**src/rtl/core/pcorr_pkg.sv**
```systemverilog
// Shared constants, widths and types for the Pearson correlation block.
// Used by the controller, the datapath and the top level; depends on nothing.
package pcorr_pkg;

    localparam int MAX_PAIRS   = 4096;
    localparam int SAMPLE_BITS = 12;
    localparam int CNT_W       = $clog2(MAX_PAIRS + 1);
    localparam int SUM_W       = SAMPLE_BITS + CNT_W;
    localparam int SQS_W       = 2 * SAMPLE_BITS + CNT_W;
    localparam int VAR_W       = 2 * SAMPLE_BITS + 2 * CNT_W + 1;
    localparam int Q_BITS      = 15;
    localparam int CORR_W      = 16;
    localparam int PCOUNT_W    = 13;
    localparam int ODD_W       = Q_BITS + 1;
    localparam int OSQ_W       = 2 * ODD_W;
    localparam int LHS_SHIFT   = 2 * Q_BITS + 2;
    localparam int ACC_W       = 2 * VAR_W + OSQ_W;
    localparam int MPL_W       = (VAR_W > OSQ_W) ? VAR_W : OSQ_W;

    typedef enum logic [3:0] {
        OP_NSXX,
        OP_SXSX,
        OP_NSYY,
        OP_SYSY,
        OP_NSXY,
        OP_SXSY,
        OP_NUMSQ,
        OP_VXVY,
        OP_TRIAL
    } mul_op_t;

    typedef enum logic [2:0] {
        ST_IDLE,
        ST_LOAD,
        ST_RUN,
        ST_CHECK,
        ST_EMIT
    } state_t;

    typedef struct packed {
        logic    accept;
        logic    kinit;
        logic    mul_load;
        logic    mul_finish;
        logic    emit;
        mul_op_t op;
    } cmd_t;

    typedef struct packed {
        logic mul_done;
        logic zero_var;
        logic last_bit;
    } status_t;

endpackage

```
**src/rtl/core/pcorr_ctrl.sv**
```systemverilog
// Controller state machine that sequences the final products and the root search.
// Depends on pcorr_pkg for the state, operation, command and status types.
module pcorr_ctrl
(
    input  logic               clk,
    input  logic               rst_n,
    input  logic               start,
    input  logic               last_pair,
    input  pcorr_pkg::status_t status,
    output pcorr_pkg::cmd_t    cmd,
    output logic               busy
);

    pcorr_pkg::state_t  state_reg, state_next;
    pcorr_pkg::mul_op_t op_reg, op_next;

    always_ff @(posedge clk or negedge rst_n)
    begin
        if (!rst_n)
        begin
            state_reg <= pcorr_pkg::ST_IDLE;
            op_reg    <= pcorr_pkg::OP_NSXX;
        end
        else
        begin
            state_reg <= state_next;
            op_reg    <= op_next;
        end
    end

    always_comb
    begin
        state_next     = state_reg;
        op_next        = op_reg;
        cmd            = '0;
        cmd.op         = op_reg;
        busy           = 1'b1;
        case (state_reg)
            pcorr_pkg::ST_IDLE:
            begin
                busy = 1'b0;
                if (start)
                begin
                    cmd.accept = 1'b1;
                    if (last_pair)
                    begin
                        cmd.kinit  = 1'b1;
                        op_next    = pcorr_pkg::OP_NSXX;
                        state_next = pcorr_pkg::ST_LOAD;
                    end
                end
            end
            pcorr_pkg::ST_LOAD:
            begin
                cmd.mul_load = 1'b1;
                state_next   = pcorr_pkg::ST_RUN;
            end
            pcorr_pkg::ST_RUN:
            begin
                if (status.mul_done)
                begin
                    cmd.mul_finish = 1'b1;
                    state_next     = pcorr_pkg::ST_LOAD;
                    case (op_reg)
                        pcorr_pkg::OP_NSXX:  op_next = pcorr_pkg::OP_SXSX;
                        pcorr_pkg::OP_SXSX:  op_next = pcorr_pkg::OP_NSYY;
                        pcorr_pkg::OP_NSYY:  op_next = pcorr_pkg::OP_SYSY;
                        pcorr_pkg::OP_SYSY:  op_next = pcorr_pkg::OP_NSXY;
                        pcorr_pkg::OP_NSXY:  op_next = pcorr_pkg::OP_SXSY;
                        pcorr_pkg::OP_SXSY:  state_next = pcorr_pkg::ST_CHECK;
                        pcorr_pkg::OP_NUMSQ: op_next = pcorr_pkg::OP_VXVY;
                        pcorr_pkg::OP_VXVY:  op_next = pcorr_pkg::OP_TRIAL;
                        pcorr_pkg::OP_TRIAL:
                        begin
                            if (status.last_bit)
                            begin
                                state_next = pcorr_pkg::ST_EMIT;
                            end
                        end
                        default: state_next = pcorr_pkg::ST_EMIT;
                    endcase
                end
            end
            pcorr_pkg::ST_CHECK:
            begin
                if (status.zero_var)
                begin
                    state_next = pcorr_pkg::ST_EMIT;
                end
                else
                begin
                    op_next    = pcorr_pkg::OP_NUMSQ;
                    state_next = pcorr_pkg::ST_LOAD;
                end
            end
            pcorr_pkg::ST_EMIT:
            begin
                cmd.emit   = 1'b1;
                state_next = pcorr_pkg::ST_IDLE;
            end
            default:
            begin
                state_next = pcorr_pkg::ST_IDLE;
            end
        endcase
    end

endmodule

```
**src/rtl/core/pcorr_dpath.sv**
```systemverilog
// Datapath: running sums, a shift-add multiplier, the variance terms and the root search.
// Depends on pcorr_pkg for widths and the command and status types.
module pcorr_dpath
(
    input  logic                                   clk,
    input  logic                                   rst_n,
    input  pcorr_pkg::cmd_t                        cmd,
    input  logic signed [pcorr_pkg::SAMPLE_BITS-1:0] x_sample,
    input  logic signed [pcorr_pkg::SAMPLE_BITS-1:0] y_sample,
    output pcorr_pkg::status_t                     status,
    output logic                                   done,
    output logic signed [pcorr_pkg::CORR_W-1:0]    corr,
    output logic                                   zero_variance,
    output logic                                   capacity_overflow,
    output logic [pcorr_pkg::PCOUNT_W-1:0]         pair_count
);

    localparam int VW = pcorr_pkg::VAR_W;
    localparam int AW = pcorr_pkg::ACC_W;
    localparam int MW = pcorr_pkg::MPL_W;

    logic [pcorr_pkg::CNT_W-1:0]        count_reg;
    logic signed [pcorr_pkg::SUM_W-1:0] sum_x_reg, sum_y_reg;
    logic signed [pcorr_pkg::SQS_W-1:0] sum_xx_reg, sum_yy_reg, sum_xy_reg;
    logic                               ovf_reg;
    logic [AW-1:0]                      acc_reg, mcand_reg;
    logic [MW-1:0]                      mplier_reg;
    logic                               psign_reg;
    logic signed [VW-1:0]               tmp_reg, vx_reg, vy_reg, num_reg;
    logic [AW-1:0]                      lhs_reg;
    logic [2*VW-1:0]                    vv_reg;
    logic [pcorr_pkg::Q_BITS-1:0]       k_reg, kbit_reg;
    logic                               done_reg, zv_reg, ovfo_reg;
    logic signed [pcorr_pkg::CORR_W-1:0] corr_reg;
    logic [pcorr_pkg::PCOUNT_W-1:0]     pcount_reg;

    logic signed [2*pcorr_pkg::SAMPLE_BITS-1:0] xx, yy, xy;
    logic [AW-1:0]                      mcand_sel;
    logic [MW-1:0]                      mplier_sel;
    logic                               psign_sel;
    logic [pcorr_pkg::Q_BITS-1:0]       trial;
    logic [pcorr_pkg::ODD_W-1:0]        odd;
    logic [pcorr_pkg::OSQ_W-1:0]        oddsq;
    logic signed [VW-1:0]               acc_s, acc_signed;
    logic                               full;
    logic                               zv_now;
    logic [pcorr_pkg::CORR_W-1:0]       kmag;

    function automatic logic [VW-1:0] mag(input logic signed [VW-1:0] v);
        return v[VW-1] ? VW'(-v) : VW'(v);
    endfunction

    assign xx    = x_sample * x_sample;
    assign yy    = y_sample * y_sample;
    assign xy    = x_sample * y_sample;
    assign full  = (count_reg == pcorr_pkg::CNT_W'(pcorr_pkg::MAX_PAIRS));
    assign trial = k_reg | kbit_reg;
    assign odd   = {trial, 1'b0} - pcorr_pkg::ODD_W'(1);
    assign oddsq = odd * odd;
    assign acc_s = VW'(acc_reg);
    assign acc_signed = psign_reg ? -acc_s : acc_s;
    assign zv_now = (vx_reg <= 0) || (vy_reg <= 0);
    assign kmag  = pcorr_pkg::CORR_W'(k_reg);

    always_comb
    begin
        mcand_sel  = '0;
        mplier_sel = '0;
        psign_sel  = 1'b0;
        case (cmd.op)
            pcorr_pkg::OP_NSXX:
            begin
                mcand_sel  = AW'(mag(VW'(sum_xx_reg)));
                mplier_sel = MW'(count_reg);
            end
            pcorr_pkg::OP_SXSX:
            begin
                mcand_sel  = AW'(mag(VW'(sum_x_reg)));
                mplier_sel = MW'(mag(VW'(sum_x_reg)));
            end
            pcorr_pkg::OP_NSYY:
            begin
                mcand_sel  = AW'(mag(VW'(sum_yy_reg)));
                mplier_sel = MW'(count_reg);
            end
            pcorr_pkg::OP_SYSY:
            begin
                mcand_sel  = AW'(mag(VW'(sum_y_reg)));
                mplier_sel = MW'(mag(VW'(sum_y_reg)));
            end
            pcorr_pkg::OP_NSXY:
            begin
                mcand_sel  = AW'(mag(VW'(sum_xy_reg)));
                mplier_sel = MW'(count_reg);
                psign_sel  = sum_xy_reg[pcorr_pkg::SQS_W-1];
            end
            pcorr_pkg::OP_SXSY:
            begin
                mcand_sel  = AW'(mag(VW'(sum_x_reg)));
                mplier_sel = MW'(mag(VW'(sum_y_reg)));
                psign_sel  = sum_x_reg[pcorr_pkg::SUM_W-1] ^ sum_y_reg[pcorr_pkg::SUM_W-1];
            end
            pcorr_pkg::OP_NUMSQ:
            begin
                mcand_sel  = AW'(mag(num_reg));
                mplier_sel = MW'(mag(num_reg));
            end
            pcorr_pkg::OP_VXVY:
            begin
                mcand_sel  = AW'(mag(vx_reg));
                mplier_sel = MW'(mag(vy_reg));
            end
            pcorr_pkg::OP_TRIAL:
            begin
                mcand_sel  = AW'(vv_reg);
                mplier_sel = MW'(oddsq);
            end
            default:
            begin
                mcand_sel  = '0;
            end
        endcase
    end

    always_ff @(posedge clk or negedge rst_n)
    begin
        if (!rst_n)
        begin
            count_reg  <= '0;
            sum_x_reg  <= '0;
            sum_y_reg  <= '0;
            sum_xx_reg <= '0;
            sum_yy_reg <= '0;
            sum_xy_reg <= '0;
            ovf_reg    <= 1'b0;
            mplier_reg <= '0;
            done_reg   <= 1'b0;
        end
        else
        begin
            done_reg <= cmd.emit;
            if (cmd.emit)
            begin
                count_reg  <= '0;
                sum_x_reg  <= '0;
                sum_y_reg  <= '0;
                sum_xx_reg <= '0;
                sum_yy_reg <= '0;
                sum_xy_reg <= '0;
                ovf_reg    <= 1'b0;
            end
            else if (cmd.accept)
            begin
                if (full)
                begin
                    ovf_reg <= 1'b1;
                end
                else
                begin
                    count_reg  <= count_reg + pcorr_pkg::CNT_W'(1);
                    sum_x_reg  <= sum_x_reg + pcorr_pkg::SUM_W'(x_sample);
                    sum_y_reg  <= sum_y_reg + pcorr_pkg::SUM_W'(y_sample);
                    sum_xx_reg <= sum_xx_reg + pcorr_pkg::SQS_W'(xx);
                    sum_yy_reg <= sum_yy_reg + pcorr_pkg::SQS_W'(yy);
                    sum_xy_reg <= sum_xy_reg + pcorr_pkg::SQS_W'(xy);
                end
            end
            if (cmd.mul_load)
            begin
                mplier_reg <= mplier_sel;
            end
            else if (mplier_reg != '0)
            begin
                mplier_reg <= mplier_reg >> 1;
            end
        end
    end

    always_ff @(posedge clk)
    begin
        if (cmd.mul_load)
        begin
            acc_reg   <= '0;
            mcand_reg <= mcand_sel;
            psign_reg <= psign_sel;
        end
        else if (mplier_reg != '0)
        begin
            if (mplier_reg[0])
            begin
                acc_reg <= acc_reg + mcand_reg;
            end
            mcand_reg <= mcand_reg << 1;
        end
        if (cmd.kinit)
        begin
            k_reg    <= '0;
            kbit_reg <= {1'b1, {(pcorr_pkg::Q_BITS-1){1'b0}}};
        end
        if (cmd.mul_finish)
        begin
            case (cmd.op)
                pcorr_pkg::OP_NSXX,
                pcorr_pkg::OP_NSYY,
                pcorr_pkg::OP_NSXY: tmp_reg <= acc_signed;
                pcorr_pkg::OP_SXSX: vx_reg <= tmp_reg - acc_s;
                pcorr_pkg::OP_SYSY: vy_reg <= tmp_reg - acc_s;
                pcorr_pkg::OP_SXSY: num_reg <= tmp_reg - acc_signed;
                pcorr_pkg::OP_NUMSQ: lhs_reg <= acc_reg << pcorr_pkg::LHS_SHIFT;
                pcorr_pkg::OP_VXVY: vv_reg <= acc_reg[2*VW-1:0];
                pcorr_pkg::OP_TRIAL:
                begin
                    if (lhs_reg >= acc_reg)
                    begin
                        k_reg <= trial;
                    end
                    kbit_reg <= kbit_reg >> 1;
                end
                default: tmp_reg <= tmp_reg;
            endcase
        end
        if (cmd.emit)
        begin
            zv_reg     <= zv_now;
            ovfo_reg   <= ovf_reg;
            pcount_reg <= pcorr_pkg::PCOUNT_W'(count_reg);
            if (zv_now)
            begin
                corr_reg <= '0;
            end
            else if (num_reg[VW-1])
            begin
                corr_reg <= -$signed(kmag);
            end
            else
            begin
                corr_reg <= $signed(kmag);
            end
        end
    end

    assign status.mul_done = (mplier_reg == '0);
    assign status.zero_var = zv_now;
    assign status.last_bit = kbit_reg[0];

    assign done              = done_reg;
    assign corr              = corr_reg;
    assign zero_variance     = zv_reg;
    assign capacity_overflow = ovfo_reg;
    assign pair_count        = pcount_reg;

endmodule

```
**src/rtl/core/pearson_correlation.sv**
```systemverilog
// Pearson correlation top level: joins the controller and the datapath.
// Depends on pcorr_pkg, pcorr_ctrl and pcorr_dpath.
// An item is taken when start is high and busy is low; pairs without last_pair
// stream in at one per cycle. The item marked last starts the final computation,
// which runs on a single shift-add multiplier that retires one multiplier bit per
// cycle, with a load step and a finish step for each product. How long busy then
// stays high is set by the bit lengths of the multipliers. The six products that form
// the variances and the numerator come first, and a zero variance ends the run right
// after them. Otherwise the square of the numerator, the product of the variances and
// the fifteen root search products follow. The result appears for exactly one cycle
// with done high, in the first cycle that busy is low again, and cannot be held off
// by the receiver.
module pearson_correlation
(
    input  logic                                     clk,
    input  logic                                     rst_n,
    input  logic                                     start,
    output logic                                     busy,
    input  logic signed [pcorr_pkg::SAMPLE_BITS-1:0] x_sample,
    input  logic signed [pcorr_pkg::SAMPLE_BITS-1:0] y_sample,
    input  logic                                     last_pair,
    output logic                                     done,
    output logic signed [pcorr_pkg::CORR_W-1:0]      corr,
    output logic                                     zero_variance,
    output logic                                     capacity_overflow,
    output logic [pcorr_pkg::PCOUNT_W-1:0]           pair_count
);

    pcorr_pkg::cmd_t    cmd;
    pcorr_pkg::status_t status;

    pcorr_ctrl u_ctrl
    (
        .clk       (clk),
        .rst_n     (rst_n),
        .start     (start),
        .last_pair (last_pair),
        .status    (status),
        .cmd       (cmd),
        .busy      (busy)
    );

    pcorr_dpath u_dpath
    (
        .clk               (clk),
        .rst_n             (rst_n),
        .cmd               (cmd),
        .x_sample          (x_sample),
        .y_sample          (y_sample),
        .status            (status),
        .done              (done),
        .corr              (corr),
        .zero_variance     (zero_variance),
        .capacity_overflow (capacity_overflow),
        .pair_count        (pair_count)
    );

endmodule

```
**config.mk**
```make
export PLATFORM = sky130hd
export DESIGN_NAME = pearson_correlation
export DESIGN_NICKNAME = d
export VERILOG_FILES = /design/src/rtl/core/pcorr_pkg.sv /design/src/rtl/core/pcorr_ctrl.sv /design/src/rtl/core/pcorr_dpath.sv /design/src/rtl/core/pearson_correlation.sv
export SDC_FILE = /design/constraint.sdc
export NUM_CORES = 2
export LEC_CHECK = 0
export BUFFER_PORTS_ARGS = -buffer_cell sky130_fd_sc_hd__buf_2
export CORE_MARGIN = 2
export CORE_UTILIZATION = 30
export CTS_CLUSTER_DIAMETER = 120
export DETAILED_ROUTE_END_ITERATION = 12
export HOLD_SLACK_MARGIN = 0.12
export PLACE_DENSITY_LB_ADDON = 0.05
export SKIP_LAST_GASP = 1
export SLEW_MARGIN = 20
export SYNTH_ARGS = -nofsm -noshare
export SYNTH_HDL_FRONTEND = slang
export SYNTH_SLANG_ARGS = --single-unit
```
**constraint.sdc**
```tcl
create_clock -name clk -period 23.8 [get_ports clk]
set_clock_uncertainty 0.2 [all_clocks]
set_input_delay 0 -clock clk [delete_from_list [all_inputs] [get_ports clk]]
set_output_delay 0 -clock clk [all_outputs]
set_load 0.01 [all_outputs]
```
==> results.tsv <==
metric	value	unit
status	completed	
synth_area_leaders	edfxtp_1 (19%), fa_1 (17%), ha_1 (11%)	
post_drt_wl_per_cell	25.6	µm
drt-total-wl	354	mm
fin_crit_sh	45.3	%
cts_resized	0	
drive_gt1_share	5.23	%
drtAntennaViolNets	0	
fin_hold_ws	0.215	ns
synth.most_common_cell	inv_1	
synth_edf_count	574	
dr_total_vias	72700	
hold_viol	0	
vias_per_cell	5.27	
grt_pass1_vias	75600	
core_region_area	303000	µm²
clock_latency	0.83	ns
slew_headroom	13.8	%
synth.top_cell.area_share	18.8	%
cts_inserted_buffers	140	
dieWidth	557	µm
final_cells	13800	
path_class	flip-flop to flip-flop	
cts-root-buf	clkbuf_16	
io_buffers	60	
min_path_type	input pin to flip-flop	
critPathTopFamily	adder cells	
startpoint	u_dpath.k_reg[1]$_DFF_P_	
fin_crit	10.79	ns
cts_buffer_depth	4	
synth_seq_cells	972	
cpMostUsedCell	fa_1	
crit_arrival	11.24	ns
hpwl	282	mm
final.setup.tns	0	ns
rows	202	
synth-seq-area-share	28.8	%
htreeDepth	4	
drtIter0Drc	5771	
start_util	30.2	%
avgSynthCellArea	9.43	µm²
end_kind	flip-flop	
slew_violations	0	
synth_common_cells	inv_1 (1064), nand2_1 (929), ha_1 (778), fa_1 (777), o21ai_0 (641)	
die_area	310000	µm²
netlist_area	91600	µm²
synth_ff_type	edfxtp_1	
async_flop_share	24.1	%
tritoncts	built	
slowest_stage	nor4_1	
path_buf_inv	7	
antenna_found_initial	23	
area_delta_synth_final	11.0	%
clk_pin_slew_worst_paths	0.06	ns
gp_congestion	0.916	
maxCapViolations	0	
firstDrtPassIters	8	
hold_start	x_sample[4]	
critPathMaxFanout	9	
synthDistinctLibCells	93	
post-route-drc-count	0	
startpoint_type	flip-flop	
cts.sinks	972	
setup_violations	0	
grt_pass1_wl	525	mm
grt.total_usage	22.8	%
grt_max_degree	171	
chipHeight	557	µm
grt-ovfl-total	0	
worstMarginPinSlew	1.28	ns
syn_nets	11300	
synth_top_area_cell	edfxtp_1	
yosysWarnings	0	
rr_startpoint	u_dpath.k_reg[1]$_DFF_P_	
required	24.25	ns
io_pins	61	
synthCells	9709	
fmax	92.7	MHz
max_stage_delay	0.83	ns
fin_util	33.5	%
place_inst	13500	
fin_nets	11300	
rsz0062_at_grt	no	
-- worst reg2reg max path, delay by kind of cell (launching register included) --
family	cells	cell delay, ns
adders and majority gates	8	3.57
and+or+nand+nor	5	2.29
buffers and inverters	7	1.04
AOI/OAI and AO/OA	8	2.78
DFF	1	0.36
xor gates and xnor gates	2	0.36
-- cell usage in the layout, fill, tap and decap left out, drive strengths merged, types with 272 or more instances in the layout --
cell type  instances
inv             1070
nand2            929
ha               778
fa               777
o21ai            668
edfxtp           574
nor2             547
a21oi            537
xnor2            435
xor2             341
nand3            272
-- routing by layer --
layer / up-vias / wire length, µm / GRT usage [%]
li1: 33800 / - / -
met5: - / 245 / 0
met4: 4 / 8470 / 5.01
met1: 36900 / 169000 / 32.7
met2: 1737 / 159000 / 36.4
met3: 324 / 17600 / 2.96
-- final timing paths --
kind,endpoint,slack (ns),depth (start not counted)
min in group asynchronous,u_ctrl.state_reg[0]$_DFFE_PN0P_,0.37,4
worst max register to register,u_dpath.mplier_reg[31]$_DFFE_PN0P_,13.01,30
worst min-delay path,u_dpath.sum_x_reg[4]$_DFFE_PN0P_,0.22,4
max in group asynchronous,u_dpath.sum_xy_reg[29]$_DFFE_PN0P_,21.58,5
worst max-delay path,u_dpath.mplier_reg[31]$_DFFE_PN0P_,13.01,30
worst min register to register,u_dpath.capacity_overflow$_DFFE_PP_,0.26,0
-- final cells by class --
| class | count | area, µm² |
|---|---|---|
| Antenna cell | 4 | 10.0 |
| Clock buffer | 191 | 3930 |
| Clock inverter | 50 | 526 |
| Fill cell | 31300 | 202000 |
| Inverter | 1079 | 4060 |
| Multi-Input combinational cell | 7296 | 60000 |
| Sequential cell | 972 | 26400 |
| Tap cell | 3978 | 4980 |
| Timing Repair Buffer | 239 | 1770 |
-- through the flow --
step	setup WS [ns]	cell area, µm²
detailed placement	13.02	96800
CTS	12.94	102000
global route	12.23	102000
global placement	12.98	96800
finish	13.01	102000
floorplan	14.91	91600
-- cell families (layout without fill, tap and decap cells) --
kind of cell,count (synthesis),after routing,synth area share [%]
compound gates,2257,2257,15.6
xor+xnor,776,776,7.42
fa+ha+maj,1555,1555,27.6
buf+inv,1441,1559,5.99
flops,972,972,28.8
mux,101,101,1.11
other cells,0,4,0
simple gates,2607,2607,13.5
-- what timing repair did --
action / CTS / global route
setup buffers: 0 / 0
hold buffers: 36 / 0
hold endpoints to repair: 219 / 0
Power is left out: the tool's default activity adds up to more than one toggle a clock period on the data nets, which glitch-free logic cannot reach.
